[config.mk]
export PLATFORM = sky130hd
export DESIGN_NAME = double_ended_queue_top
export DESIGN_NICKNAME = d
export VERILOG_FILES = /design/src/hw/rtl/deq_pkg.sv /design/src/hw/rtl/deq_ram.sv /design/src/hw/rtl/deq_slot.sv /design/src/hw/rtl/double_ended_queue_top.sv
export SDC_FILE = /design/constraint.sdc
export NUM_CORES = 2
export LEC_CHECK = 0
export BUFFER_PORTS_ARGS = -buffer_cell sky130_fd_sc_hd__buf_2
export CAP_MARGIN = 10
export CELL_PAD_IN_SITES_DETAIL_PLACEMENT = 1
export CELL_PAD_IN_SITES_GLOBAL_PLACEMENT = 1
export CORE_ASPECT_RATIO = 0.7
export CORE_MARGIN = 10
export CORE_UTILIZATION = 45
export CTS_BUF_LIST = sky130_fd_sc_hd__clkbuf_8
export CTS_CLUSTER_SIZE = 16
export DETAILED_ROUTE_END_ITERATION = 7
export PLACE_DENSITY_LB_ADDON = 0.1
export SKIP_CTS_REPAIR_TIMING = 1
export SLEW_MARGIN = 10
export SYNTH_ARGS = -nofsm -noshare
export SYNTH_HDL_FRONTEND = slang
export SYNTH_SLANG_ARGS = --single-unit
[constraint.sdc]
create_clock -name clock -period 6.2 [get_ports clock]
set_clock_uncertainty 0.2 [all_clocks]
set_input_delay 0.62 -clock clock [delete_from_list [all_inputs] [get_ports clock]]
set_output_delay 0.62 -clock clock [all_outputs]
set_load 0.005 [all_outputs]
[src/hw/rtl/deq_pkg.sv]
// deq_pkg: opcodes, status codes, sequencer states and port widths for the
// double-ended queue. No dependencies; used by double_ended_queue_top and sim/tb_top.
package deq_pkg;

   // default sizing
   localparam int DEQ_CAPACITY   = 64;
   localparam int DEQ_ELEM_WIDTH = 32;

   // fixed port widths
   localparam int OPCODE_W = 4;
   localparam int POS_W    = 7;
   localparam int DATA_W   = 32;
   localparam int STATUS_W = 2;
   localparam int COUNT_W  = 7;

   typedef enum logic [OPCODE_W-1:0] {
      OP_PUSH_BACK  = 4'd0,
      OP_PUSH_FRONT = 4'd1,
      OP_POP_BACK   = 4'd2,
      OP_POP_FRONT  = 4'd3,
      OP_READ       = 4'd4,
      OP_WRITE      = 4'd5,
      OP_INSERT     = 4'd6,
      OP_ERASE      = 4'd7,
      OP_CLEAR      = 4'd8
   } deq_op_type;

   typedef enum logic [STATUS_W-1:0] {
      ST_OK    = 2'd0,
      ST_FULL  = 2'd1,
      ST_EMPTY = 2'd2,
      ST_RANGE = 2'd3
   } deq_status_type;

   typedef enum logic [2:0] {
      S_IDLE,
      S_EXEC,
      S_RDWAIT,
      S_SHIFT_RD,
      S_SHIFT_WR,
      S_INS_WR,
      S_DONE
   } deq_state_type;

endpackage

[src/hw/rtl/deq_ram.sv]
// deq_ram: generic single-write, single-read RAM with registered read data.
// Depends on nothing; holds the element store of the queue.
module deq_ram #(
   parameter int WIDTH = 32,
   parameter int DEPTH = 64
) (
   input  logic                     clock,
   input  logic                     wr_en,
   input  logic [$clog2(DEPTH)-1:0] wr_addr,
   input  logic [WIDTH-1:0]         wr_data,
   input  logic                     rd_en,
   input  logic [$clog2(DEPTH)-1:0] rd_addr,
   output logic [WIDTH-1:0]         rd_data
);

   logic [WIDTH-1:0] mem [DEPTH];
   logic [WIDTH-1:0] rd_data_ff;

   always_ff @(posedge clock) begin
      if (wr_en) begin
         mem[wr_addr] <= wr_data;
      end
      if (rd_en) begin
         rd_data_ff <= mem[rd_addr];
      end
   end

   assign rd_data = rd_data_ff;

endmodule

[src/hw/rtl/deq_slot.sv]
// deq_slot: circular index unit, store slot = (head + offset) mod CAPACITY.
// Shared by every store access of the sequencer. No package dependency.
module deq_slot #(
   parameter int CAPACITY = 64
) (
   input  logic [$clog2(CAPACITY)-1:0]   head,
   input  logic [$clog2(CAPACITY+1)-1:0] offset,
   output logic [$clog2(CAPACITY)-1:0]   slot
);

   localparam int PTR_W = $clog2(CAPACITY);
   localparam int CNT_W = $clog2(CAPACITY + 1);
   localparam int SUM_W = CNT_W + 1;

   logic [SUM_W-1:0] sum;
   logic [SUM_W-1:0] wrapped;

   // head and offset are both below CAPACITY, so one subtract folds the sum
   always_comb begin
      sum = SUM_W'(head) + SUM_W'(offset);
      if (sum >= SUM_W'(CAPACITY)) begin
         wrapped = sum - SUM_W'(CAPACITY);
      end else begin
         wrapped = sum;
      end
   end

   assign slot = wrapped[PTR_W-1:0];

endmodule

[src/hw/rtl/double_ended_queue_top.sv]
// Double-ended queue of CAPACITY elements of ELEM_WIDTH bits, kept in a circular
// RAM with a head pointer and an element count. One item is taken at a time and
// each gives one result (element, status, new count). An error, clear or unused
// opcode goes straight to the result; push, write, pop and read make one store
// access; insert and erase shift each element behind the position, a read then
// a write, through the single RAM read and write port and the one index adder.
// The store needs no clearing after reset. The result register lets the next item
// in while a finished result is still stalled.
// Depends on deq_pkg, deq_ram and deq_slot.
module double_ended_queue_top
   import deq_pkg::*;
#(
   parameter int CAPACITY   = DEQ_CAPACITY,
   parameter int ELEM_WIDTH = DEQ_ELEM_WIDTH
) (
   input  logic                clock,
   input  logic                reset,
   input  logic                req_valid,
   output logic                req_stall,
   input  logic [OPCODE_W-1:0] req_opcode,
   input  logic [POS_W-1:0]    req_position,
   input  logic [DATA_W-1:0]   req_data_in,
   output logic                rsp_valid,
   input  logic                rsp_stall,
   output logic [DATA_W-1:0]   rsp_data_out,
   output logic [STATUS_W-1:0] rsp_status,
   output logic [COUNT_W-1:0]  rsp_element_count
);

   localparam int PTR_W = $clog2(CAPACITY);
   localparam int CNT_W = $clog2(CAPACITY + 1);
   localparam int CMP_W = CNT_W + 1;

   deq_state_type        state_ff, state_in;
   deq_op_type           op_ff, op_in;
   logic [CNT_W-1:0]     pos_ff, pos_in;
   logic [ELEM_WIDTH-1:0] elem_ff, elem_in;
   logic [PTR_W-1:0]     head_ff, head_in;
   logic [CNT_W-1:0]     count_ff, count_in;
   logic [CNT_W-1:0]     iter_ff, iter_in;
   logic [ELEM_WIDTH-1:0] res_data_ff, res_data_in;
   deq_status_type       res_status_ff, res_status_in;
   logic                 rsp_valid_ff, rsp_valid_in;
   logic [DATA_W-1:0]    rsp_data_ff, rsp_data_in;
   deq_status_type       rsp_status_ff, rsp_status_in;
   logic [COUNT_W-1:0]   rsp_count_ff, rsp_count_in;

   logic                  accept;
   logic                  out_free;
   deq_op_type            req_op;
   deq_status_type        acc_status;
   logic [15:0]           pos16;
   logic [15:0]           cnt16;
   logic [63:0]           din64;
   logic [63:0]           dout64;

   logic                  mem_we;
   logic                  mem_re;
   logic [CNT_W-1:0]      offset;
   logic [PTR_W-1:0]      slot;
   logic [ELEM_WIDTH-1:0] mem_wdata;
   logic [ELEM_WIDTH-1:0] mem_rdata;

   assign req_op   = deq_op_type'(req_opcode);
   assign accept   = req_valid && (state_ff == S_IDLE);
   assign req_stall = (state_ff != S_IDLE);
   assign out_free = !rsp_valid_ff || !rsp_stall;
   assign pos16    = 16'(req_position);
   assign cnt16    = 16'(count_ff);
   assign din64    = 64'(req_data_in);
   assign dout64   = 64'(res_data_ff);

   deq_slot #(
      .CAPACITY(CAPACITY)
   ) u_slot (
      .head   (head_ff),
      .offset (offset),
      .slot   (slot)
   );

   deq_ram #(
      .WIDTH(ELEM_WIDTH),
      .DEPTH(CAPACITY)
   ) u_store (
      .clock   (clock),
      .wr_en   (mem_we),
      .wr_addr (slot),
      .wr_data (mem_wdata),
      .rd_en   (mem_re),
      .rd_addr (slot),
      .rd_data (mem_rdata)
   );

   // checks against the count as it stands when the item arrives
   always_comb begin
      acc_status = ST_OK;
      case (req_op)
         OP_PUSH_BACK, OP_PUSH_FRONT: begin
            if (cnt16 == 16'(CAPACITY)) acc_status = ST_FULL;
         end
         OP_POP_BACK, OP_POP_FRONT: begin
            if (cnt16 == 16'd0) acc_status = ST_EMPTY;
         end
         OP_READ, OP_WRITE, OP_ERASE: begin
            if (cnt16 == 16'd0) acc_status = ST_EMPTY;
            else if (pos16 >= cnt16) acc_status = ST_RANGE;
         end
         OP_INSERT: begin
            // range is checked before fullness
            if (pos16 > cnt16) acc_status = ST_RANGE;
            else if (cnt16 == 16'(CAPACITY)) acc_status = ST_FULL;
         end
         default: acc_status = ST_OK;
      endcase
   end

   // next state
   always_comb begin
      state_in = state_ff;
      case (state_ff)
         S_IDLE: begin
            if (accept) begin
               if (acc_status == ST_OK && (req_op inside {[OP_PUSH_BACK:OP_ERASE]})) begin
                  state_in = S_EXEC;
               end else begin
                  state_in = S_DONE;
               end
            end
         end
         S_EXEC: begin
            case (op_ff)
               OP_POP_BACK, OP_POP_FRONT, OP_READ, OP_ERASE: state_in = S_RDWAIT;
               OP_INSERT: state_in = (count_ff > pos_ff) ? S_SHIFT_RD : S_INS_WR;
               default: state_in = S_DONE;
            endcase
         end
         S_RDWAIT: begin
            if (op_ff == OP_ERASE && (CMP_W'(pos_ff) + CMP_W'(1) < CMP_W'(count_ff))) begin
               state_in = S_SHIFT_RD;
            end else begin
               state_in = S_DONE;
            end
         end
         S_SHIFT_RD: state_in = S_SHIFT_WR;
         S_SHIFT_WR: begin
            if (op_ff == OP_INSERT) begin
               state_in = (iter_ff - CNT_W'(1) > pos_ff) ? S_SHIFT_RD : S_INS_WR;
            end else begin
               // count already holds the reduced value here
               state_in = (CMP_W'(iter_ff) + CMP_W'(1) < CMP_W'(count_ff)) ? S_SHIFT_RD
                                                                          : S_DONE;
            end
         end
         S_INS_WR: state_in = S_DONE;
         S_DONE: begin
            if (out_free) state_in = S_IDLE;
         end
         default: state_in = S_IDLE;
      endcase
   end

   // store port and index unit control
   always_comb begin
      mem_we    = 1'b0;
      mem_re    = 1'b0;
      offset    = pos_ff;
      mem_wdata = elem_ff;
      case (state_ff)
         S_EXEC: begin
            case (op_ff)
               OP_PUSH_BACK: begin
                  mem_we = 1'b1;
                  offset = count_ff;
               end
               OP_PUSH_FRONT: begin
                  mem_we = 1'b1;
                  offset = CNT_W'(CAPACITY - 1);
               end
               OP_POP_BACK: begin
                  mem_re = 1'b1;
                  offset = count_ff - CNT_W'(1);
               end
               OP_POP_FRONT: begin
                  mem_re = 1'b1;
                  offset = '0;
               end
               OP_READ, OP_ERASE: mem_re = 1'b1;
               OP_WRITE: mem_we = 1'b1;
               default: mem_re = 1'b0;
            endcase
         end
         S_RDWAIT: offset = CNT_W'(1);
         S_SHIFT_RD: begin
            mem_re = 1'b1;
            offset = (op_ff == OP_INSERT) ? iter_ff - CNT_W'(1) : iter_ff + CNT_W'(1);
         end
         S_SHIFT_WR: begin
            mem_we    = 1'b1;
            offset    = iter_ff;
            mem_wdata = mem_rdata;
         end
         S_INS_WR: mem_we = 1'b1;
         default: mem_we = 1'b0;
      endcase
   end

   // datapath registers
   always_comb begin
      op_in         = op_ff;
      pos_in        = pos_ff;
      elem_in       = elem_ff;
      head_in       = head_ff;
      count_in      = count_ff;
      iter_in       = iter_ff;
      res_data_in   = res_data_ff;
      res_status_in = res_status_ff;
      rsp_valid_in  = rsp_valid_ff && rsp_stall;
      rsp_data_in   = rsp_data_ff;
      rsp_status_in = rsp_status_ff;
      rsp_count_in  = rsp_count_ff;
      case (state_ff)
         S_IDLE: begin
            if (accept) begin
               op_in         = req_op;
               pos_in        = pos16[CNT_W-1:0];
               elem_in       = din64[ELEM_WIDTH-1:0];
               res_data_in   = '0;
               res_status_in = acc_status;
               if (req_op == OP_CLEAR) begin
                  count_in = '0;
                  head_in  = '0;
               end
            end
         end
         S_EXEC: begin
            case (op_ff)
               OP_PUSH_BACK: count_in = count_ff + CNT_W'(1);
               OP_PUSH_FRONT: begin
                  count_in = count_ff + CNT_W'(1);
                  head_in  = slot;
               end
               OP_POP_BACK, OP_POP_FRONT: count_in = count_ff - CNT_W'(1);
               OP_INSERT: iter_in = count_ff;
               default: iter_in = iter_ff;
            endcase
         end
         S_RDWAIT: begin
            res_data_in = mem_rdata;
            if (op_ff == OP_POP_FRONT) head_in = slot;
            if (op_ff == OP_ERASE) begin
               count_in = count_ff - CNT_W'(1);
               iter_in  = pos_ff;
            end
         end
         S_SHIFT_WR: begin
            iter_in = (op_ff == OP_INSERT) ? iter_ff - CNT_W'(1) : iter_ff + CNT_W'(1);
         end
         S_INS_WR: count_in = count_ff + CNT_W'(1);
         S_DONE: begin
            if (out_free) begin
               rsp_valid_in  = 1'b1;
               rsp_data_in   = dout64[DATA_W-1:0];
               rsp_status_in = res_status_ff;
               rsp_count_in  = cnt16[COUNT_W-1:0];
            end
         end
         default: iter_in = iter_ff;
      endcase
   end

   always_ff @(posedge clock) begin
      if (reset) begin
         state_ff     <= S_IDLE;
         head_ff      <= '0;
         count_ff     <= '0;
         rsp_valid_ff <= 1'b0;
      end else begin
         state_ff     <= state_in;
         head_ff      <= head_in;
         count_ff     <= count_in;
         rsp_valid_ff <= rsp_valid_in;
      end
      op_ff         <= op_in;
      pos_ff        <= pos_in;
      elem_ff       <= elem_in;
      iter_ff       <= iter_in;
      res_data_ff   <= res_data_in;
      res_status_ff <= res_status_in;
      rsp_data_ff   <= rsp_data_in;
      rsp_status_ff <= rsp_status_in;
      rsp_count_ff  <= rsp_count_in;
   end

   assign rsp_valid         = rsp_valid_ff;
   assign rsp_data_out      = rsp_data_ff;
   assign rsp_status        = rsp_status_ff;
   assign rsp_element_count = rsp_count_ff;

   a_count_bound: assert property (@(posedge clock) disable iff (reset)
      count_ff <= CNT_W'(CAPACITY))
      else $error("element count above capacity");

   a_head_bound: assert property (@(posedge clock) disable iff (reset)
      (PTR_W+1)'(head_ff) < (PTR_W+1)'(CAPACITY))
      else $error("head pointer outside store");

   a_no_store_access_idle: assert property (@(posedge clock) disable iff (reset)
      (state_ff == S_IDLE || state_ff == S_DONE) |-> !mem_we && !mem_re)
      else $error("store accessed outside an operation");

   a_result_from_done: assert property (@(posedge clock) disable iff (reset)
      $rose(rsp_valid_ff) |-> $past(state_ff) == S_DONE)
      else $error("result raised without a finished item");

endmodule

[Word-level counts from Yosys, hierarchy flattened]
Memory sizes are Yosys's and may differ from the RTL's. A register that Yosys moved wholly into a read port is not among the register bits.
Cells that the tools add are included.
Operators by class
  eq/ne operators: 30
  order comparisons: 9
  mux-type cells: 44
  reduce and logical (&&, ||, !) cells: 33
  $add $sub $neg: 8
Operators by type and width (count)
  7-bit one-hot mux with 4 select lines: 3
  32-bit two-way mux: 2
  32-bit one-hot mux with 2 select lines: 1
  7-bit two-way mux: 6
  4-bit by 3-bit equality test with 1-bit output, second input constant: 8
  6-bit two-way mux: 5
  3-bit two-way mux: 8
  7-bit greater-than comparator: 3
  3-bit one-hot mux with 7 select lines: 1
  7-bit one-hot mux with 3 select lines: 1
  6-bit one-hot mux with 3 select lines: 1
  7-bit by 1-bit adder with 8-bit output, second input constant: 2
  4-bit by 2-bit equality test with 1-bit output, second input constant: 4
  16-bit zero test: 1
  8-bit by 7-bit less-than comparator with 1-bit output: 2
  7-bit by 1-bit adder with 7-bit output, second input constant: 2
  7-bit one-hot mux with 2 select lines: 1
  7-bit by 1-bit subtractor with 7-bit output, second input constant: 2
  2-bit != test, second input constant: 5
  5-bit AND reduction: 2
  2-bit OR reduction: 5
  3-bit equality test, second input constant: 3
  3-bit nonzero test: 3
  6-bit by 7-bit adder with 8-bit output: 1
  29 further kinds: 52
Storage, ports and cells
  word-level logic and storage cells: 138
  memories: 1
  output and inout port bits: 43
  input port bits: 47
  register bits: 142
  memory bits (writable): 2048
Memories
  u_store.mem: depth 64, bits a word 32, read ports 1, clocked after memory_dff 1, wr ports 1, RTL line deq_ram.sv:16  | logic [WIDTH-1:0] mem [DEPTH];

[Depth between registers and ports, before layout]
  word-level depth: 9
  depth in mapped cells: 22
  depth with buffers taken out: 17

[Modules after synthesis]
From an unflattened synthesis, not the netlist that was laid out.
Unflattened totals
  cell total of the unflattened synthesis: 4047
  area, all modules: 86519.2 µm²
By module, submodules not included
  deq_ram: area each 78835.6 µm², instances 1, cells each 3324, sequential area each 62459.9 µm²
  double_ended_queue_top: area each 7497.2 µm², instances 1, cells each 704, sequential area each 4093.9 µm²
  deq_slot: area each 186.4 µm², instances 1, cells each 19, sequential area each 0.0 µm²

[Worst setup path before layout]
Ideal clock, no wire load.
  kind: register to register
  start point: register iter_ff[0]
  end point: memory u_store.mem[52][0], enable pin
  arrival time: 5.522 ns
  buffers on the path: 2
  data required time: 5.579 ns
  setup slack: 0.056 ns
  cell stages (with the launch flop): 18
  library setup time: 0.421 ns
  period minus slack after synthesis: 6.144 ns
  cells stage by stage: edfxtp_1 clkbuf_1 inv_1 ha_1 or3b_2 xor2_1 mux2_2 o22ai_1 a22oi_1 o211ai_1 o221a_2 ha_1 or4b_2 o2111ai_1 xor2_2 buf_4 nand3_1 nor2_1
Between the ends
  cells in the longest elaborated chain, start to end: 6
  elaborated cells between the ends (all ways): 8
  classes of those cells: add/sub (4); order compare (1); mux (3)
Ends and longest elaborated chain
  start: declaration: RTL line double_ended_queue_top.sv:40  | logic [CNT_W-1:0] iter_ff, iter_in;
  start signal: assignment: RTL line double_ended_queue_top.sv:286  | iter_ff <= iter_in;
  7-bit by 1-bit adder with 7-bit output or 7-bit by 1-bit subtractor with 7-bit output (tied branches): RTL line double_ended_queue_top.sv:195  | offset = (op_ff == OP_INSERT) ? iter_ff - CNT_W'(1) : iter_ff + CNT_W'(1);
  7-bit two-way mux: RTL line double_ended_queue_top.sv:195
  7-bit one-hot mux with 4 select lines *: RTL line double_ended_queue_top.sv:168  | case (state_ff)
  6-bit by 7-bit adder with 8-bit output *: RTL line deq_slot.sv:20  | sum = SUM_W'(head) + SUM_W'(offset);
  8-bit by 7-bit >= comparator with 1-bit output or 6-bit by 1-bit subtractor with 6-bit output (tied branches): RTL line deq_slot.sv:21, deq_slot.sv:22
  6-bit two-way mux *: RTL line deq_slot.sv:21  | if (sum >= SUM_W'(CAPACITY)) begin
  end: declaration: RTL line deq_ram.sv:16
Every way passes the cells marked *; elsewhere a longest branch is shown, timed or not.

[Final worst setup path]
  start point: register iter_ff[0]
  end point: register u_store.rd_data_ff[27], in the netlist u_store.rd_data[27] (read register of u_store.mem) (data pin)
Between the ends
  cells in the longest elaborated chain, start to end: 6
  elaborated cells between the ends (all ways): 8
  classes of those cells: add/sub (4); order compare (1); mux (3)
Ends and longest elaborated chain
  7-bit by 1-bit adder with 7-bit output or 7-bit by 1-bit subtractor with 7-bit output (tied branches): RTL line double_ended_queue_top.sv:195
  7-bit two-way mux: RTL line double_ended_queue_top.sv:195
  7-bit one-hot mux with 4 select lines *: RTL line double_ended_queue_top.sv:168
  6-bit by 7-bit adder with 8-bit output *: RTL line deq_slot.sv:20
  8-bit by 7-bit >= comparator with 1-bit output or 6-bit by 1-bit subtractor with 6-bit output (tied branches): RTL line deq_slot.sv:21, deq_slot.sv:22
  6-bit two-way mux *: RTL line deq_slot.sv:21
  end: declaration: RTL line deq_ram.sv:17  | logic [WIDTH-1:0] rd_data_ff;
Marked as above.
A chain may end at the register's enable or synchronous reset.

==> run metrics <==
CTS buffer count 347; ys flop type edfxtp_1; initial antenna violation count 14; Clk Latency, worst-skew pair 0.97 ns; critical path type flop to flop; status completed; dpl hpwl 182 mm; combinational family with the most area after synthesis multiplexers; wire per inst 34.2 µm; # IOs 90; final setup violation count 0; XOR/XNOR Fraction of Synth Area 0.00279; final worst path period need 6.05 ns; post-synthesis compound-gate area fraction 0.0785; Starting Density 0.454; core box area 194,000 µm²; First DRT Iteration DRCs 6,921; nets@finish 6,043; gr ovfl total 0; Fin. Hold Viols 0; syn_nets 5,540; Routed Antenna Nets 0; PortBufs 89; Syn Std Cell Area 88,100 µm²; DRC 0; ys async rst share 0; setup ws final 0.155 ns; H-tree levels 5; post-synthesis adder-cell area fraction 0.00676; clock slew at the register clock pins of the worst setup and hold paths 0.06 ns; slowest stage delay, CP 1.10 ns; syn avg cell area 16.2 µm²; HP Class input pin to flop; Row Count 135; Worst Setup End Kind flop; Req. time, crit path 6.81 ns; Setup crit start kind flop; worst-path cell chain inv_1 -> ha_1 -> or3b_2 -> xor2_1 -> mux2_2 -> o22ai_1 -> a22oi_1 -> o211ai_1 -> o221a_2 -> ha_1 -> or4b_2 -> o2111ai_1 -> xnor2_4 -> buf_4 -> a2111oi_1 -> a211o_1; leakage power 34.2 nW; Max-slew headroom 0.0815; synthesized instance count 5,446; Tot Pwr 57.7 mW; EDFF count, synth 2,205; die width 549 µm; most frequent cells in the layout edfxtp_1 (2,205), nand2_1 (580), mux2i_1 (408); R2R Path End u_store.rd_data[27]; CP startpoint iter_ff[0]; # clock sinks 2,222; final core utilization 0.524; gr usage total 0.271; synth unique cells 83; Worst Tran Pin Value 1.37 ns; total of max-cap violations 0; routed wire length 301 mm; register area share after synthesis 0.756; Die H 390 µm; worst r2r path cells 16; Max Root-Sink Buffers 4; Via-to-Cell Ratio 6.30; mux cell area share after synthesis 0.0805; DR pass1 iterations 6; Post-Synth Simple-Gate Area 0.0571; area delta synth->final 15.5%; synth warn 0; #FFs+latches synth 2,222; vias in the first global route 54,700; pwr dens 568 nW/µm²; unrepaired setup endpoints after global routing no; first-pass GRT wire length 421 mm; CTS tree built; R2R Setup Slk 0.15 ns; Worst Path Max Fanout 11; worst setup path end u_store.rd_data[27]; Place WS 0.212 ns; routability cong. 0.881; setup TNS 0 ns; Worst R2R Start iter_ff[0]; Crit path arrival time 6.66 ns; CP max-delay cell a2111oi_1; cell repeated most along the worst path ha_1; period utilisation layout 0.975; Die Footprint 214,000 µm²; Peak VDD IR 555 µV; Vias 55,500; most common cell after layout, fill and taps aside edfxtp_1; Achievable Freq 165 MHz; max-slew violations 0; share of cells above drive strength 1 0.191; largest net degree at the start of global routing 97; Clk Tree Root Cell clkbuf_8
[per-stage QoR]
| step | instances | hold WS, ns | cell area (µm²) |
|---|---|---|---|
| floorplan | 5446 | 0.200 | 88100 |
| global route | 8804 | 0.140 | 102000 |
| CTS | 8756 | -0.448 | 101000 |
| detailed placement | 8156 | 0.206 | 95100 |
| finish | 8811 | 0.171 | 102000 |
| global placement | 8155 | 0.202 | 95100 |
[final cells by class]
class                           count  area (µm²)
Inverter                           37         151
Fill cell                       18200       92400
Antenna cell                        8        20.0
Tap cell                         2603        3260
Timing Repair Buffer              525        5010
Multi-Input combinational cell   2816       20600
Sequential cell                  2222       66600
Clock buffer                      361        4970
Clock inverter                    239        1110
[logic make-up after synthesis]
family / after synthesis
simple gates: 1141
buf+inv: 408
mux: 563
xor+xnor: 25
fa+ha+maj: 47
flops: 2222
compound gates: 1040
[critical path: cells and delay by family, from the launching register on]
family / cells / cell delay, ns
compound gates: 7 / 2.41
simple gates: 2 / 1.10
flops: 1 / 0.58
fa+ha+maj: 2 / 0.46
buf+inv: 2 / 0.43
xor+xnor: 2 / 0.36
mux: 1 / 0.34
[Yosys cell counts (40+ instances only)]
library cell / n / share of area
buf_1: 56 / 0.0024
a31oi_1: 100 / 0.0071
nor4_1: 49 / 0.0035
edfxtp_1: 2205 / 0.75
nor2_1: 174 / 0.0074
a221oi_1: 67 / 0.0067
mux4_2: 112 / 0.029
mux2i_1: 408 / 0.046
mux2_2: 42 / 0.0054
a21oi_1: 309 / 0.018
and3_1: 101 / 0.0072
nor3_1: 49 / 0.0028
ha_1: 46 / 0.0065
nand2_1: 616 / 0.026
clkbuf_1: 250 / 0.011
o22ai_1: 162 / 0.012
buf_2: 62 / 0.0035
o21ai_0: 88 / 0.0050
a311oi_1: 40 / 0.0040
nand3_1: 92 / 0.0052
[sequential cells by signal (all words and copies together), names as in the netlist, 6 cells and up]
register,count
count_ff,7
head_ff,6
res_data_ff,32
u_store.mem,2048
rsp_element_count,7
rsp_data_out,32
u_store.rd_data,32
pos_ff,7
elem_ff,32
iter_ff,7
[metal layers]
metal / part of all wire / track usage
met5: 0.000043 / 0
met4: 0.025 / 0.0691
met3: 0.085 / 0.0465
met2: 0.44 / 0.397
met1: 0.45 / 0.419
[where the power goes]
group	switching [mW]	internal (mW)	total [mW]	leakage, nW
logic	18.3	8.34	26.7	10.6
registers	0.324	19.3	19.6	20.1
clock network	5.82	5.58	11.4	3.51
[how the worst min path moves through the flow]
stage,startpoint,end,slack [ns],cells after the start
floorplan,res_data_ff[0],rsp_data_out[0],0.20,0
CTS,req_data_in[14],elem_ff[14],-0.45,1
detailed placement,res_data_ff[14],rsp_data_out[14],0.21,0
global route,req_data_in[10],elem_ff[10],0.14,2
finish,req_data_in[28],elem_ff[28],0.17,2
global placement,res_status_ff[1],rsp_status[1],0.20,0
(Power assumes the default switching activity.)
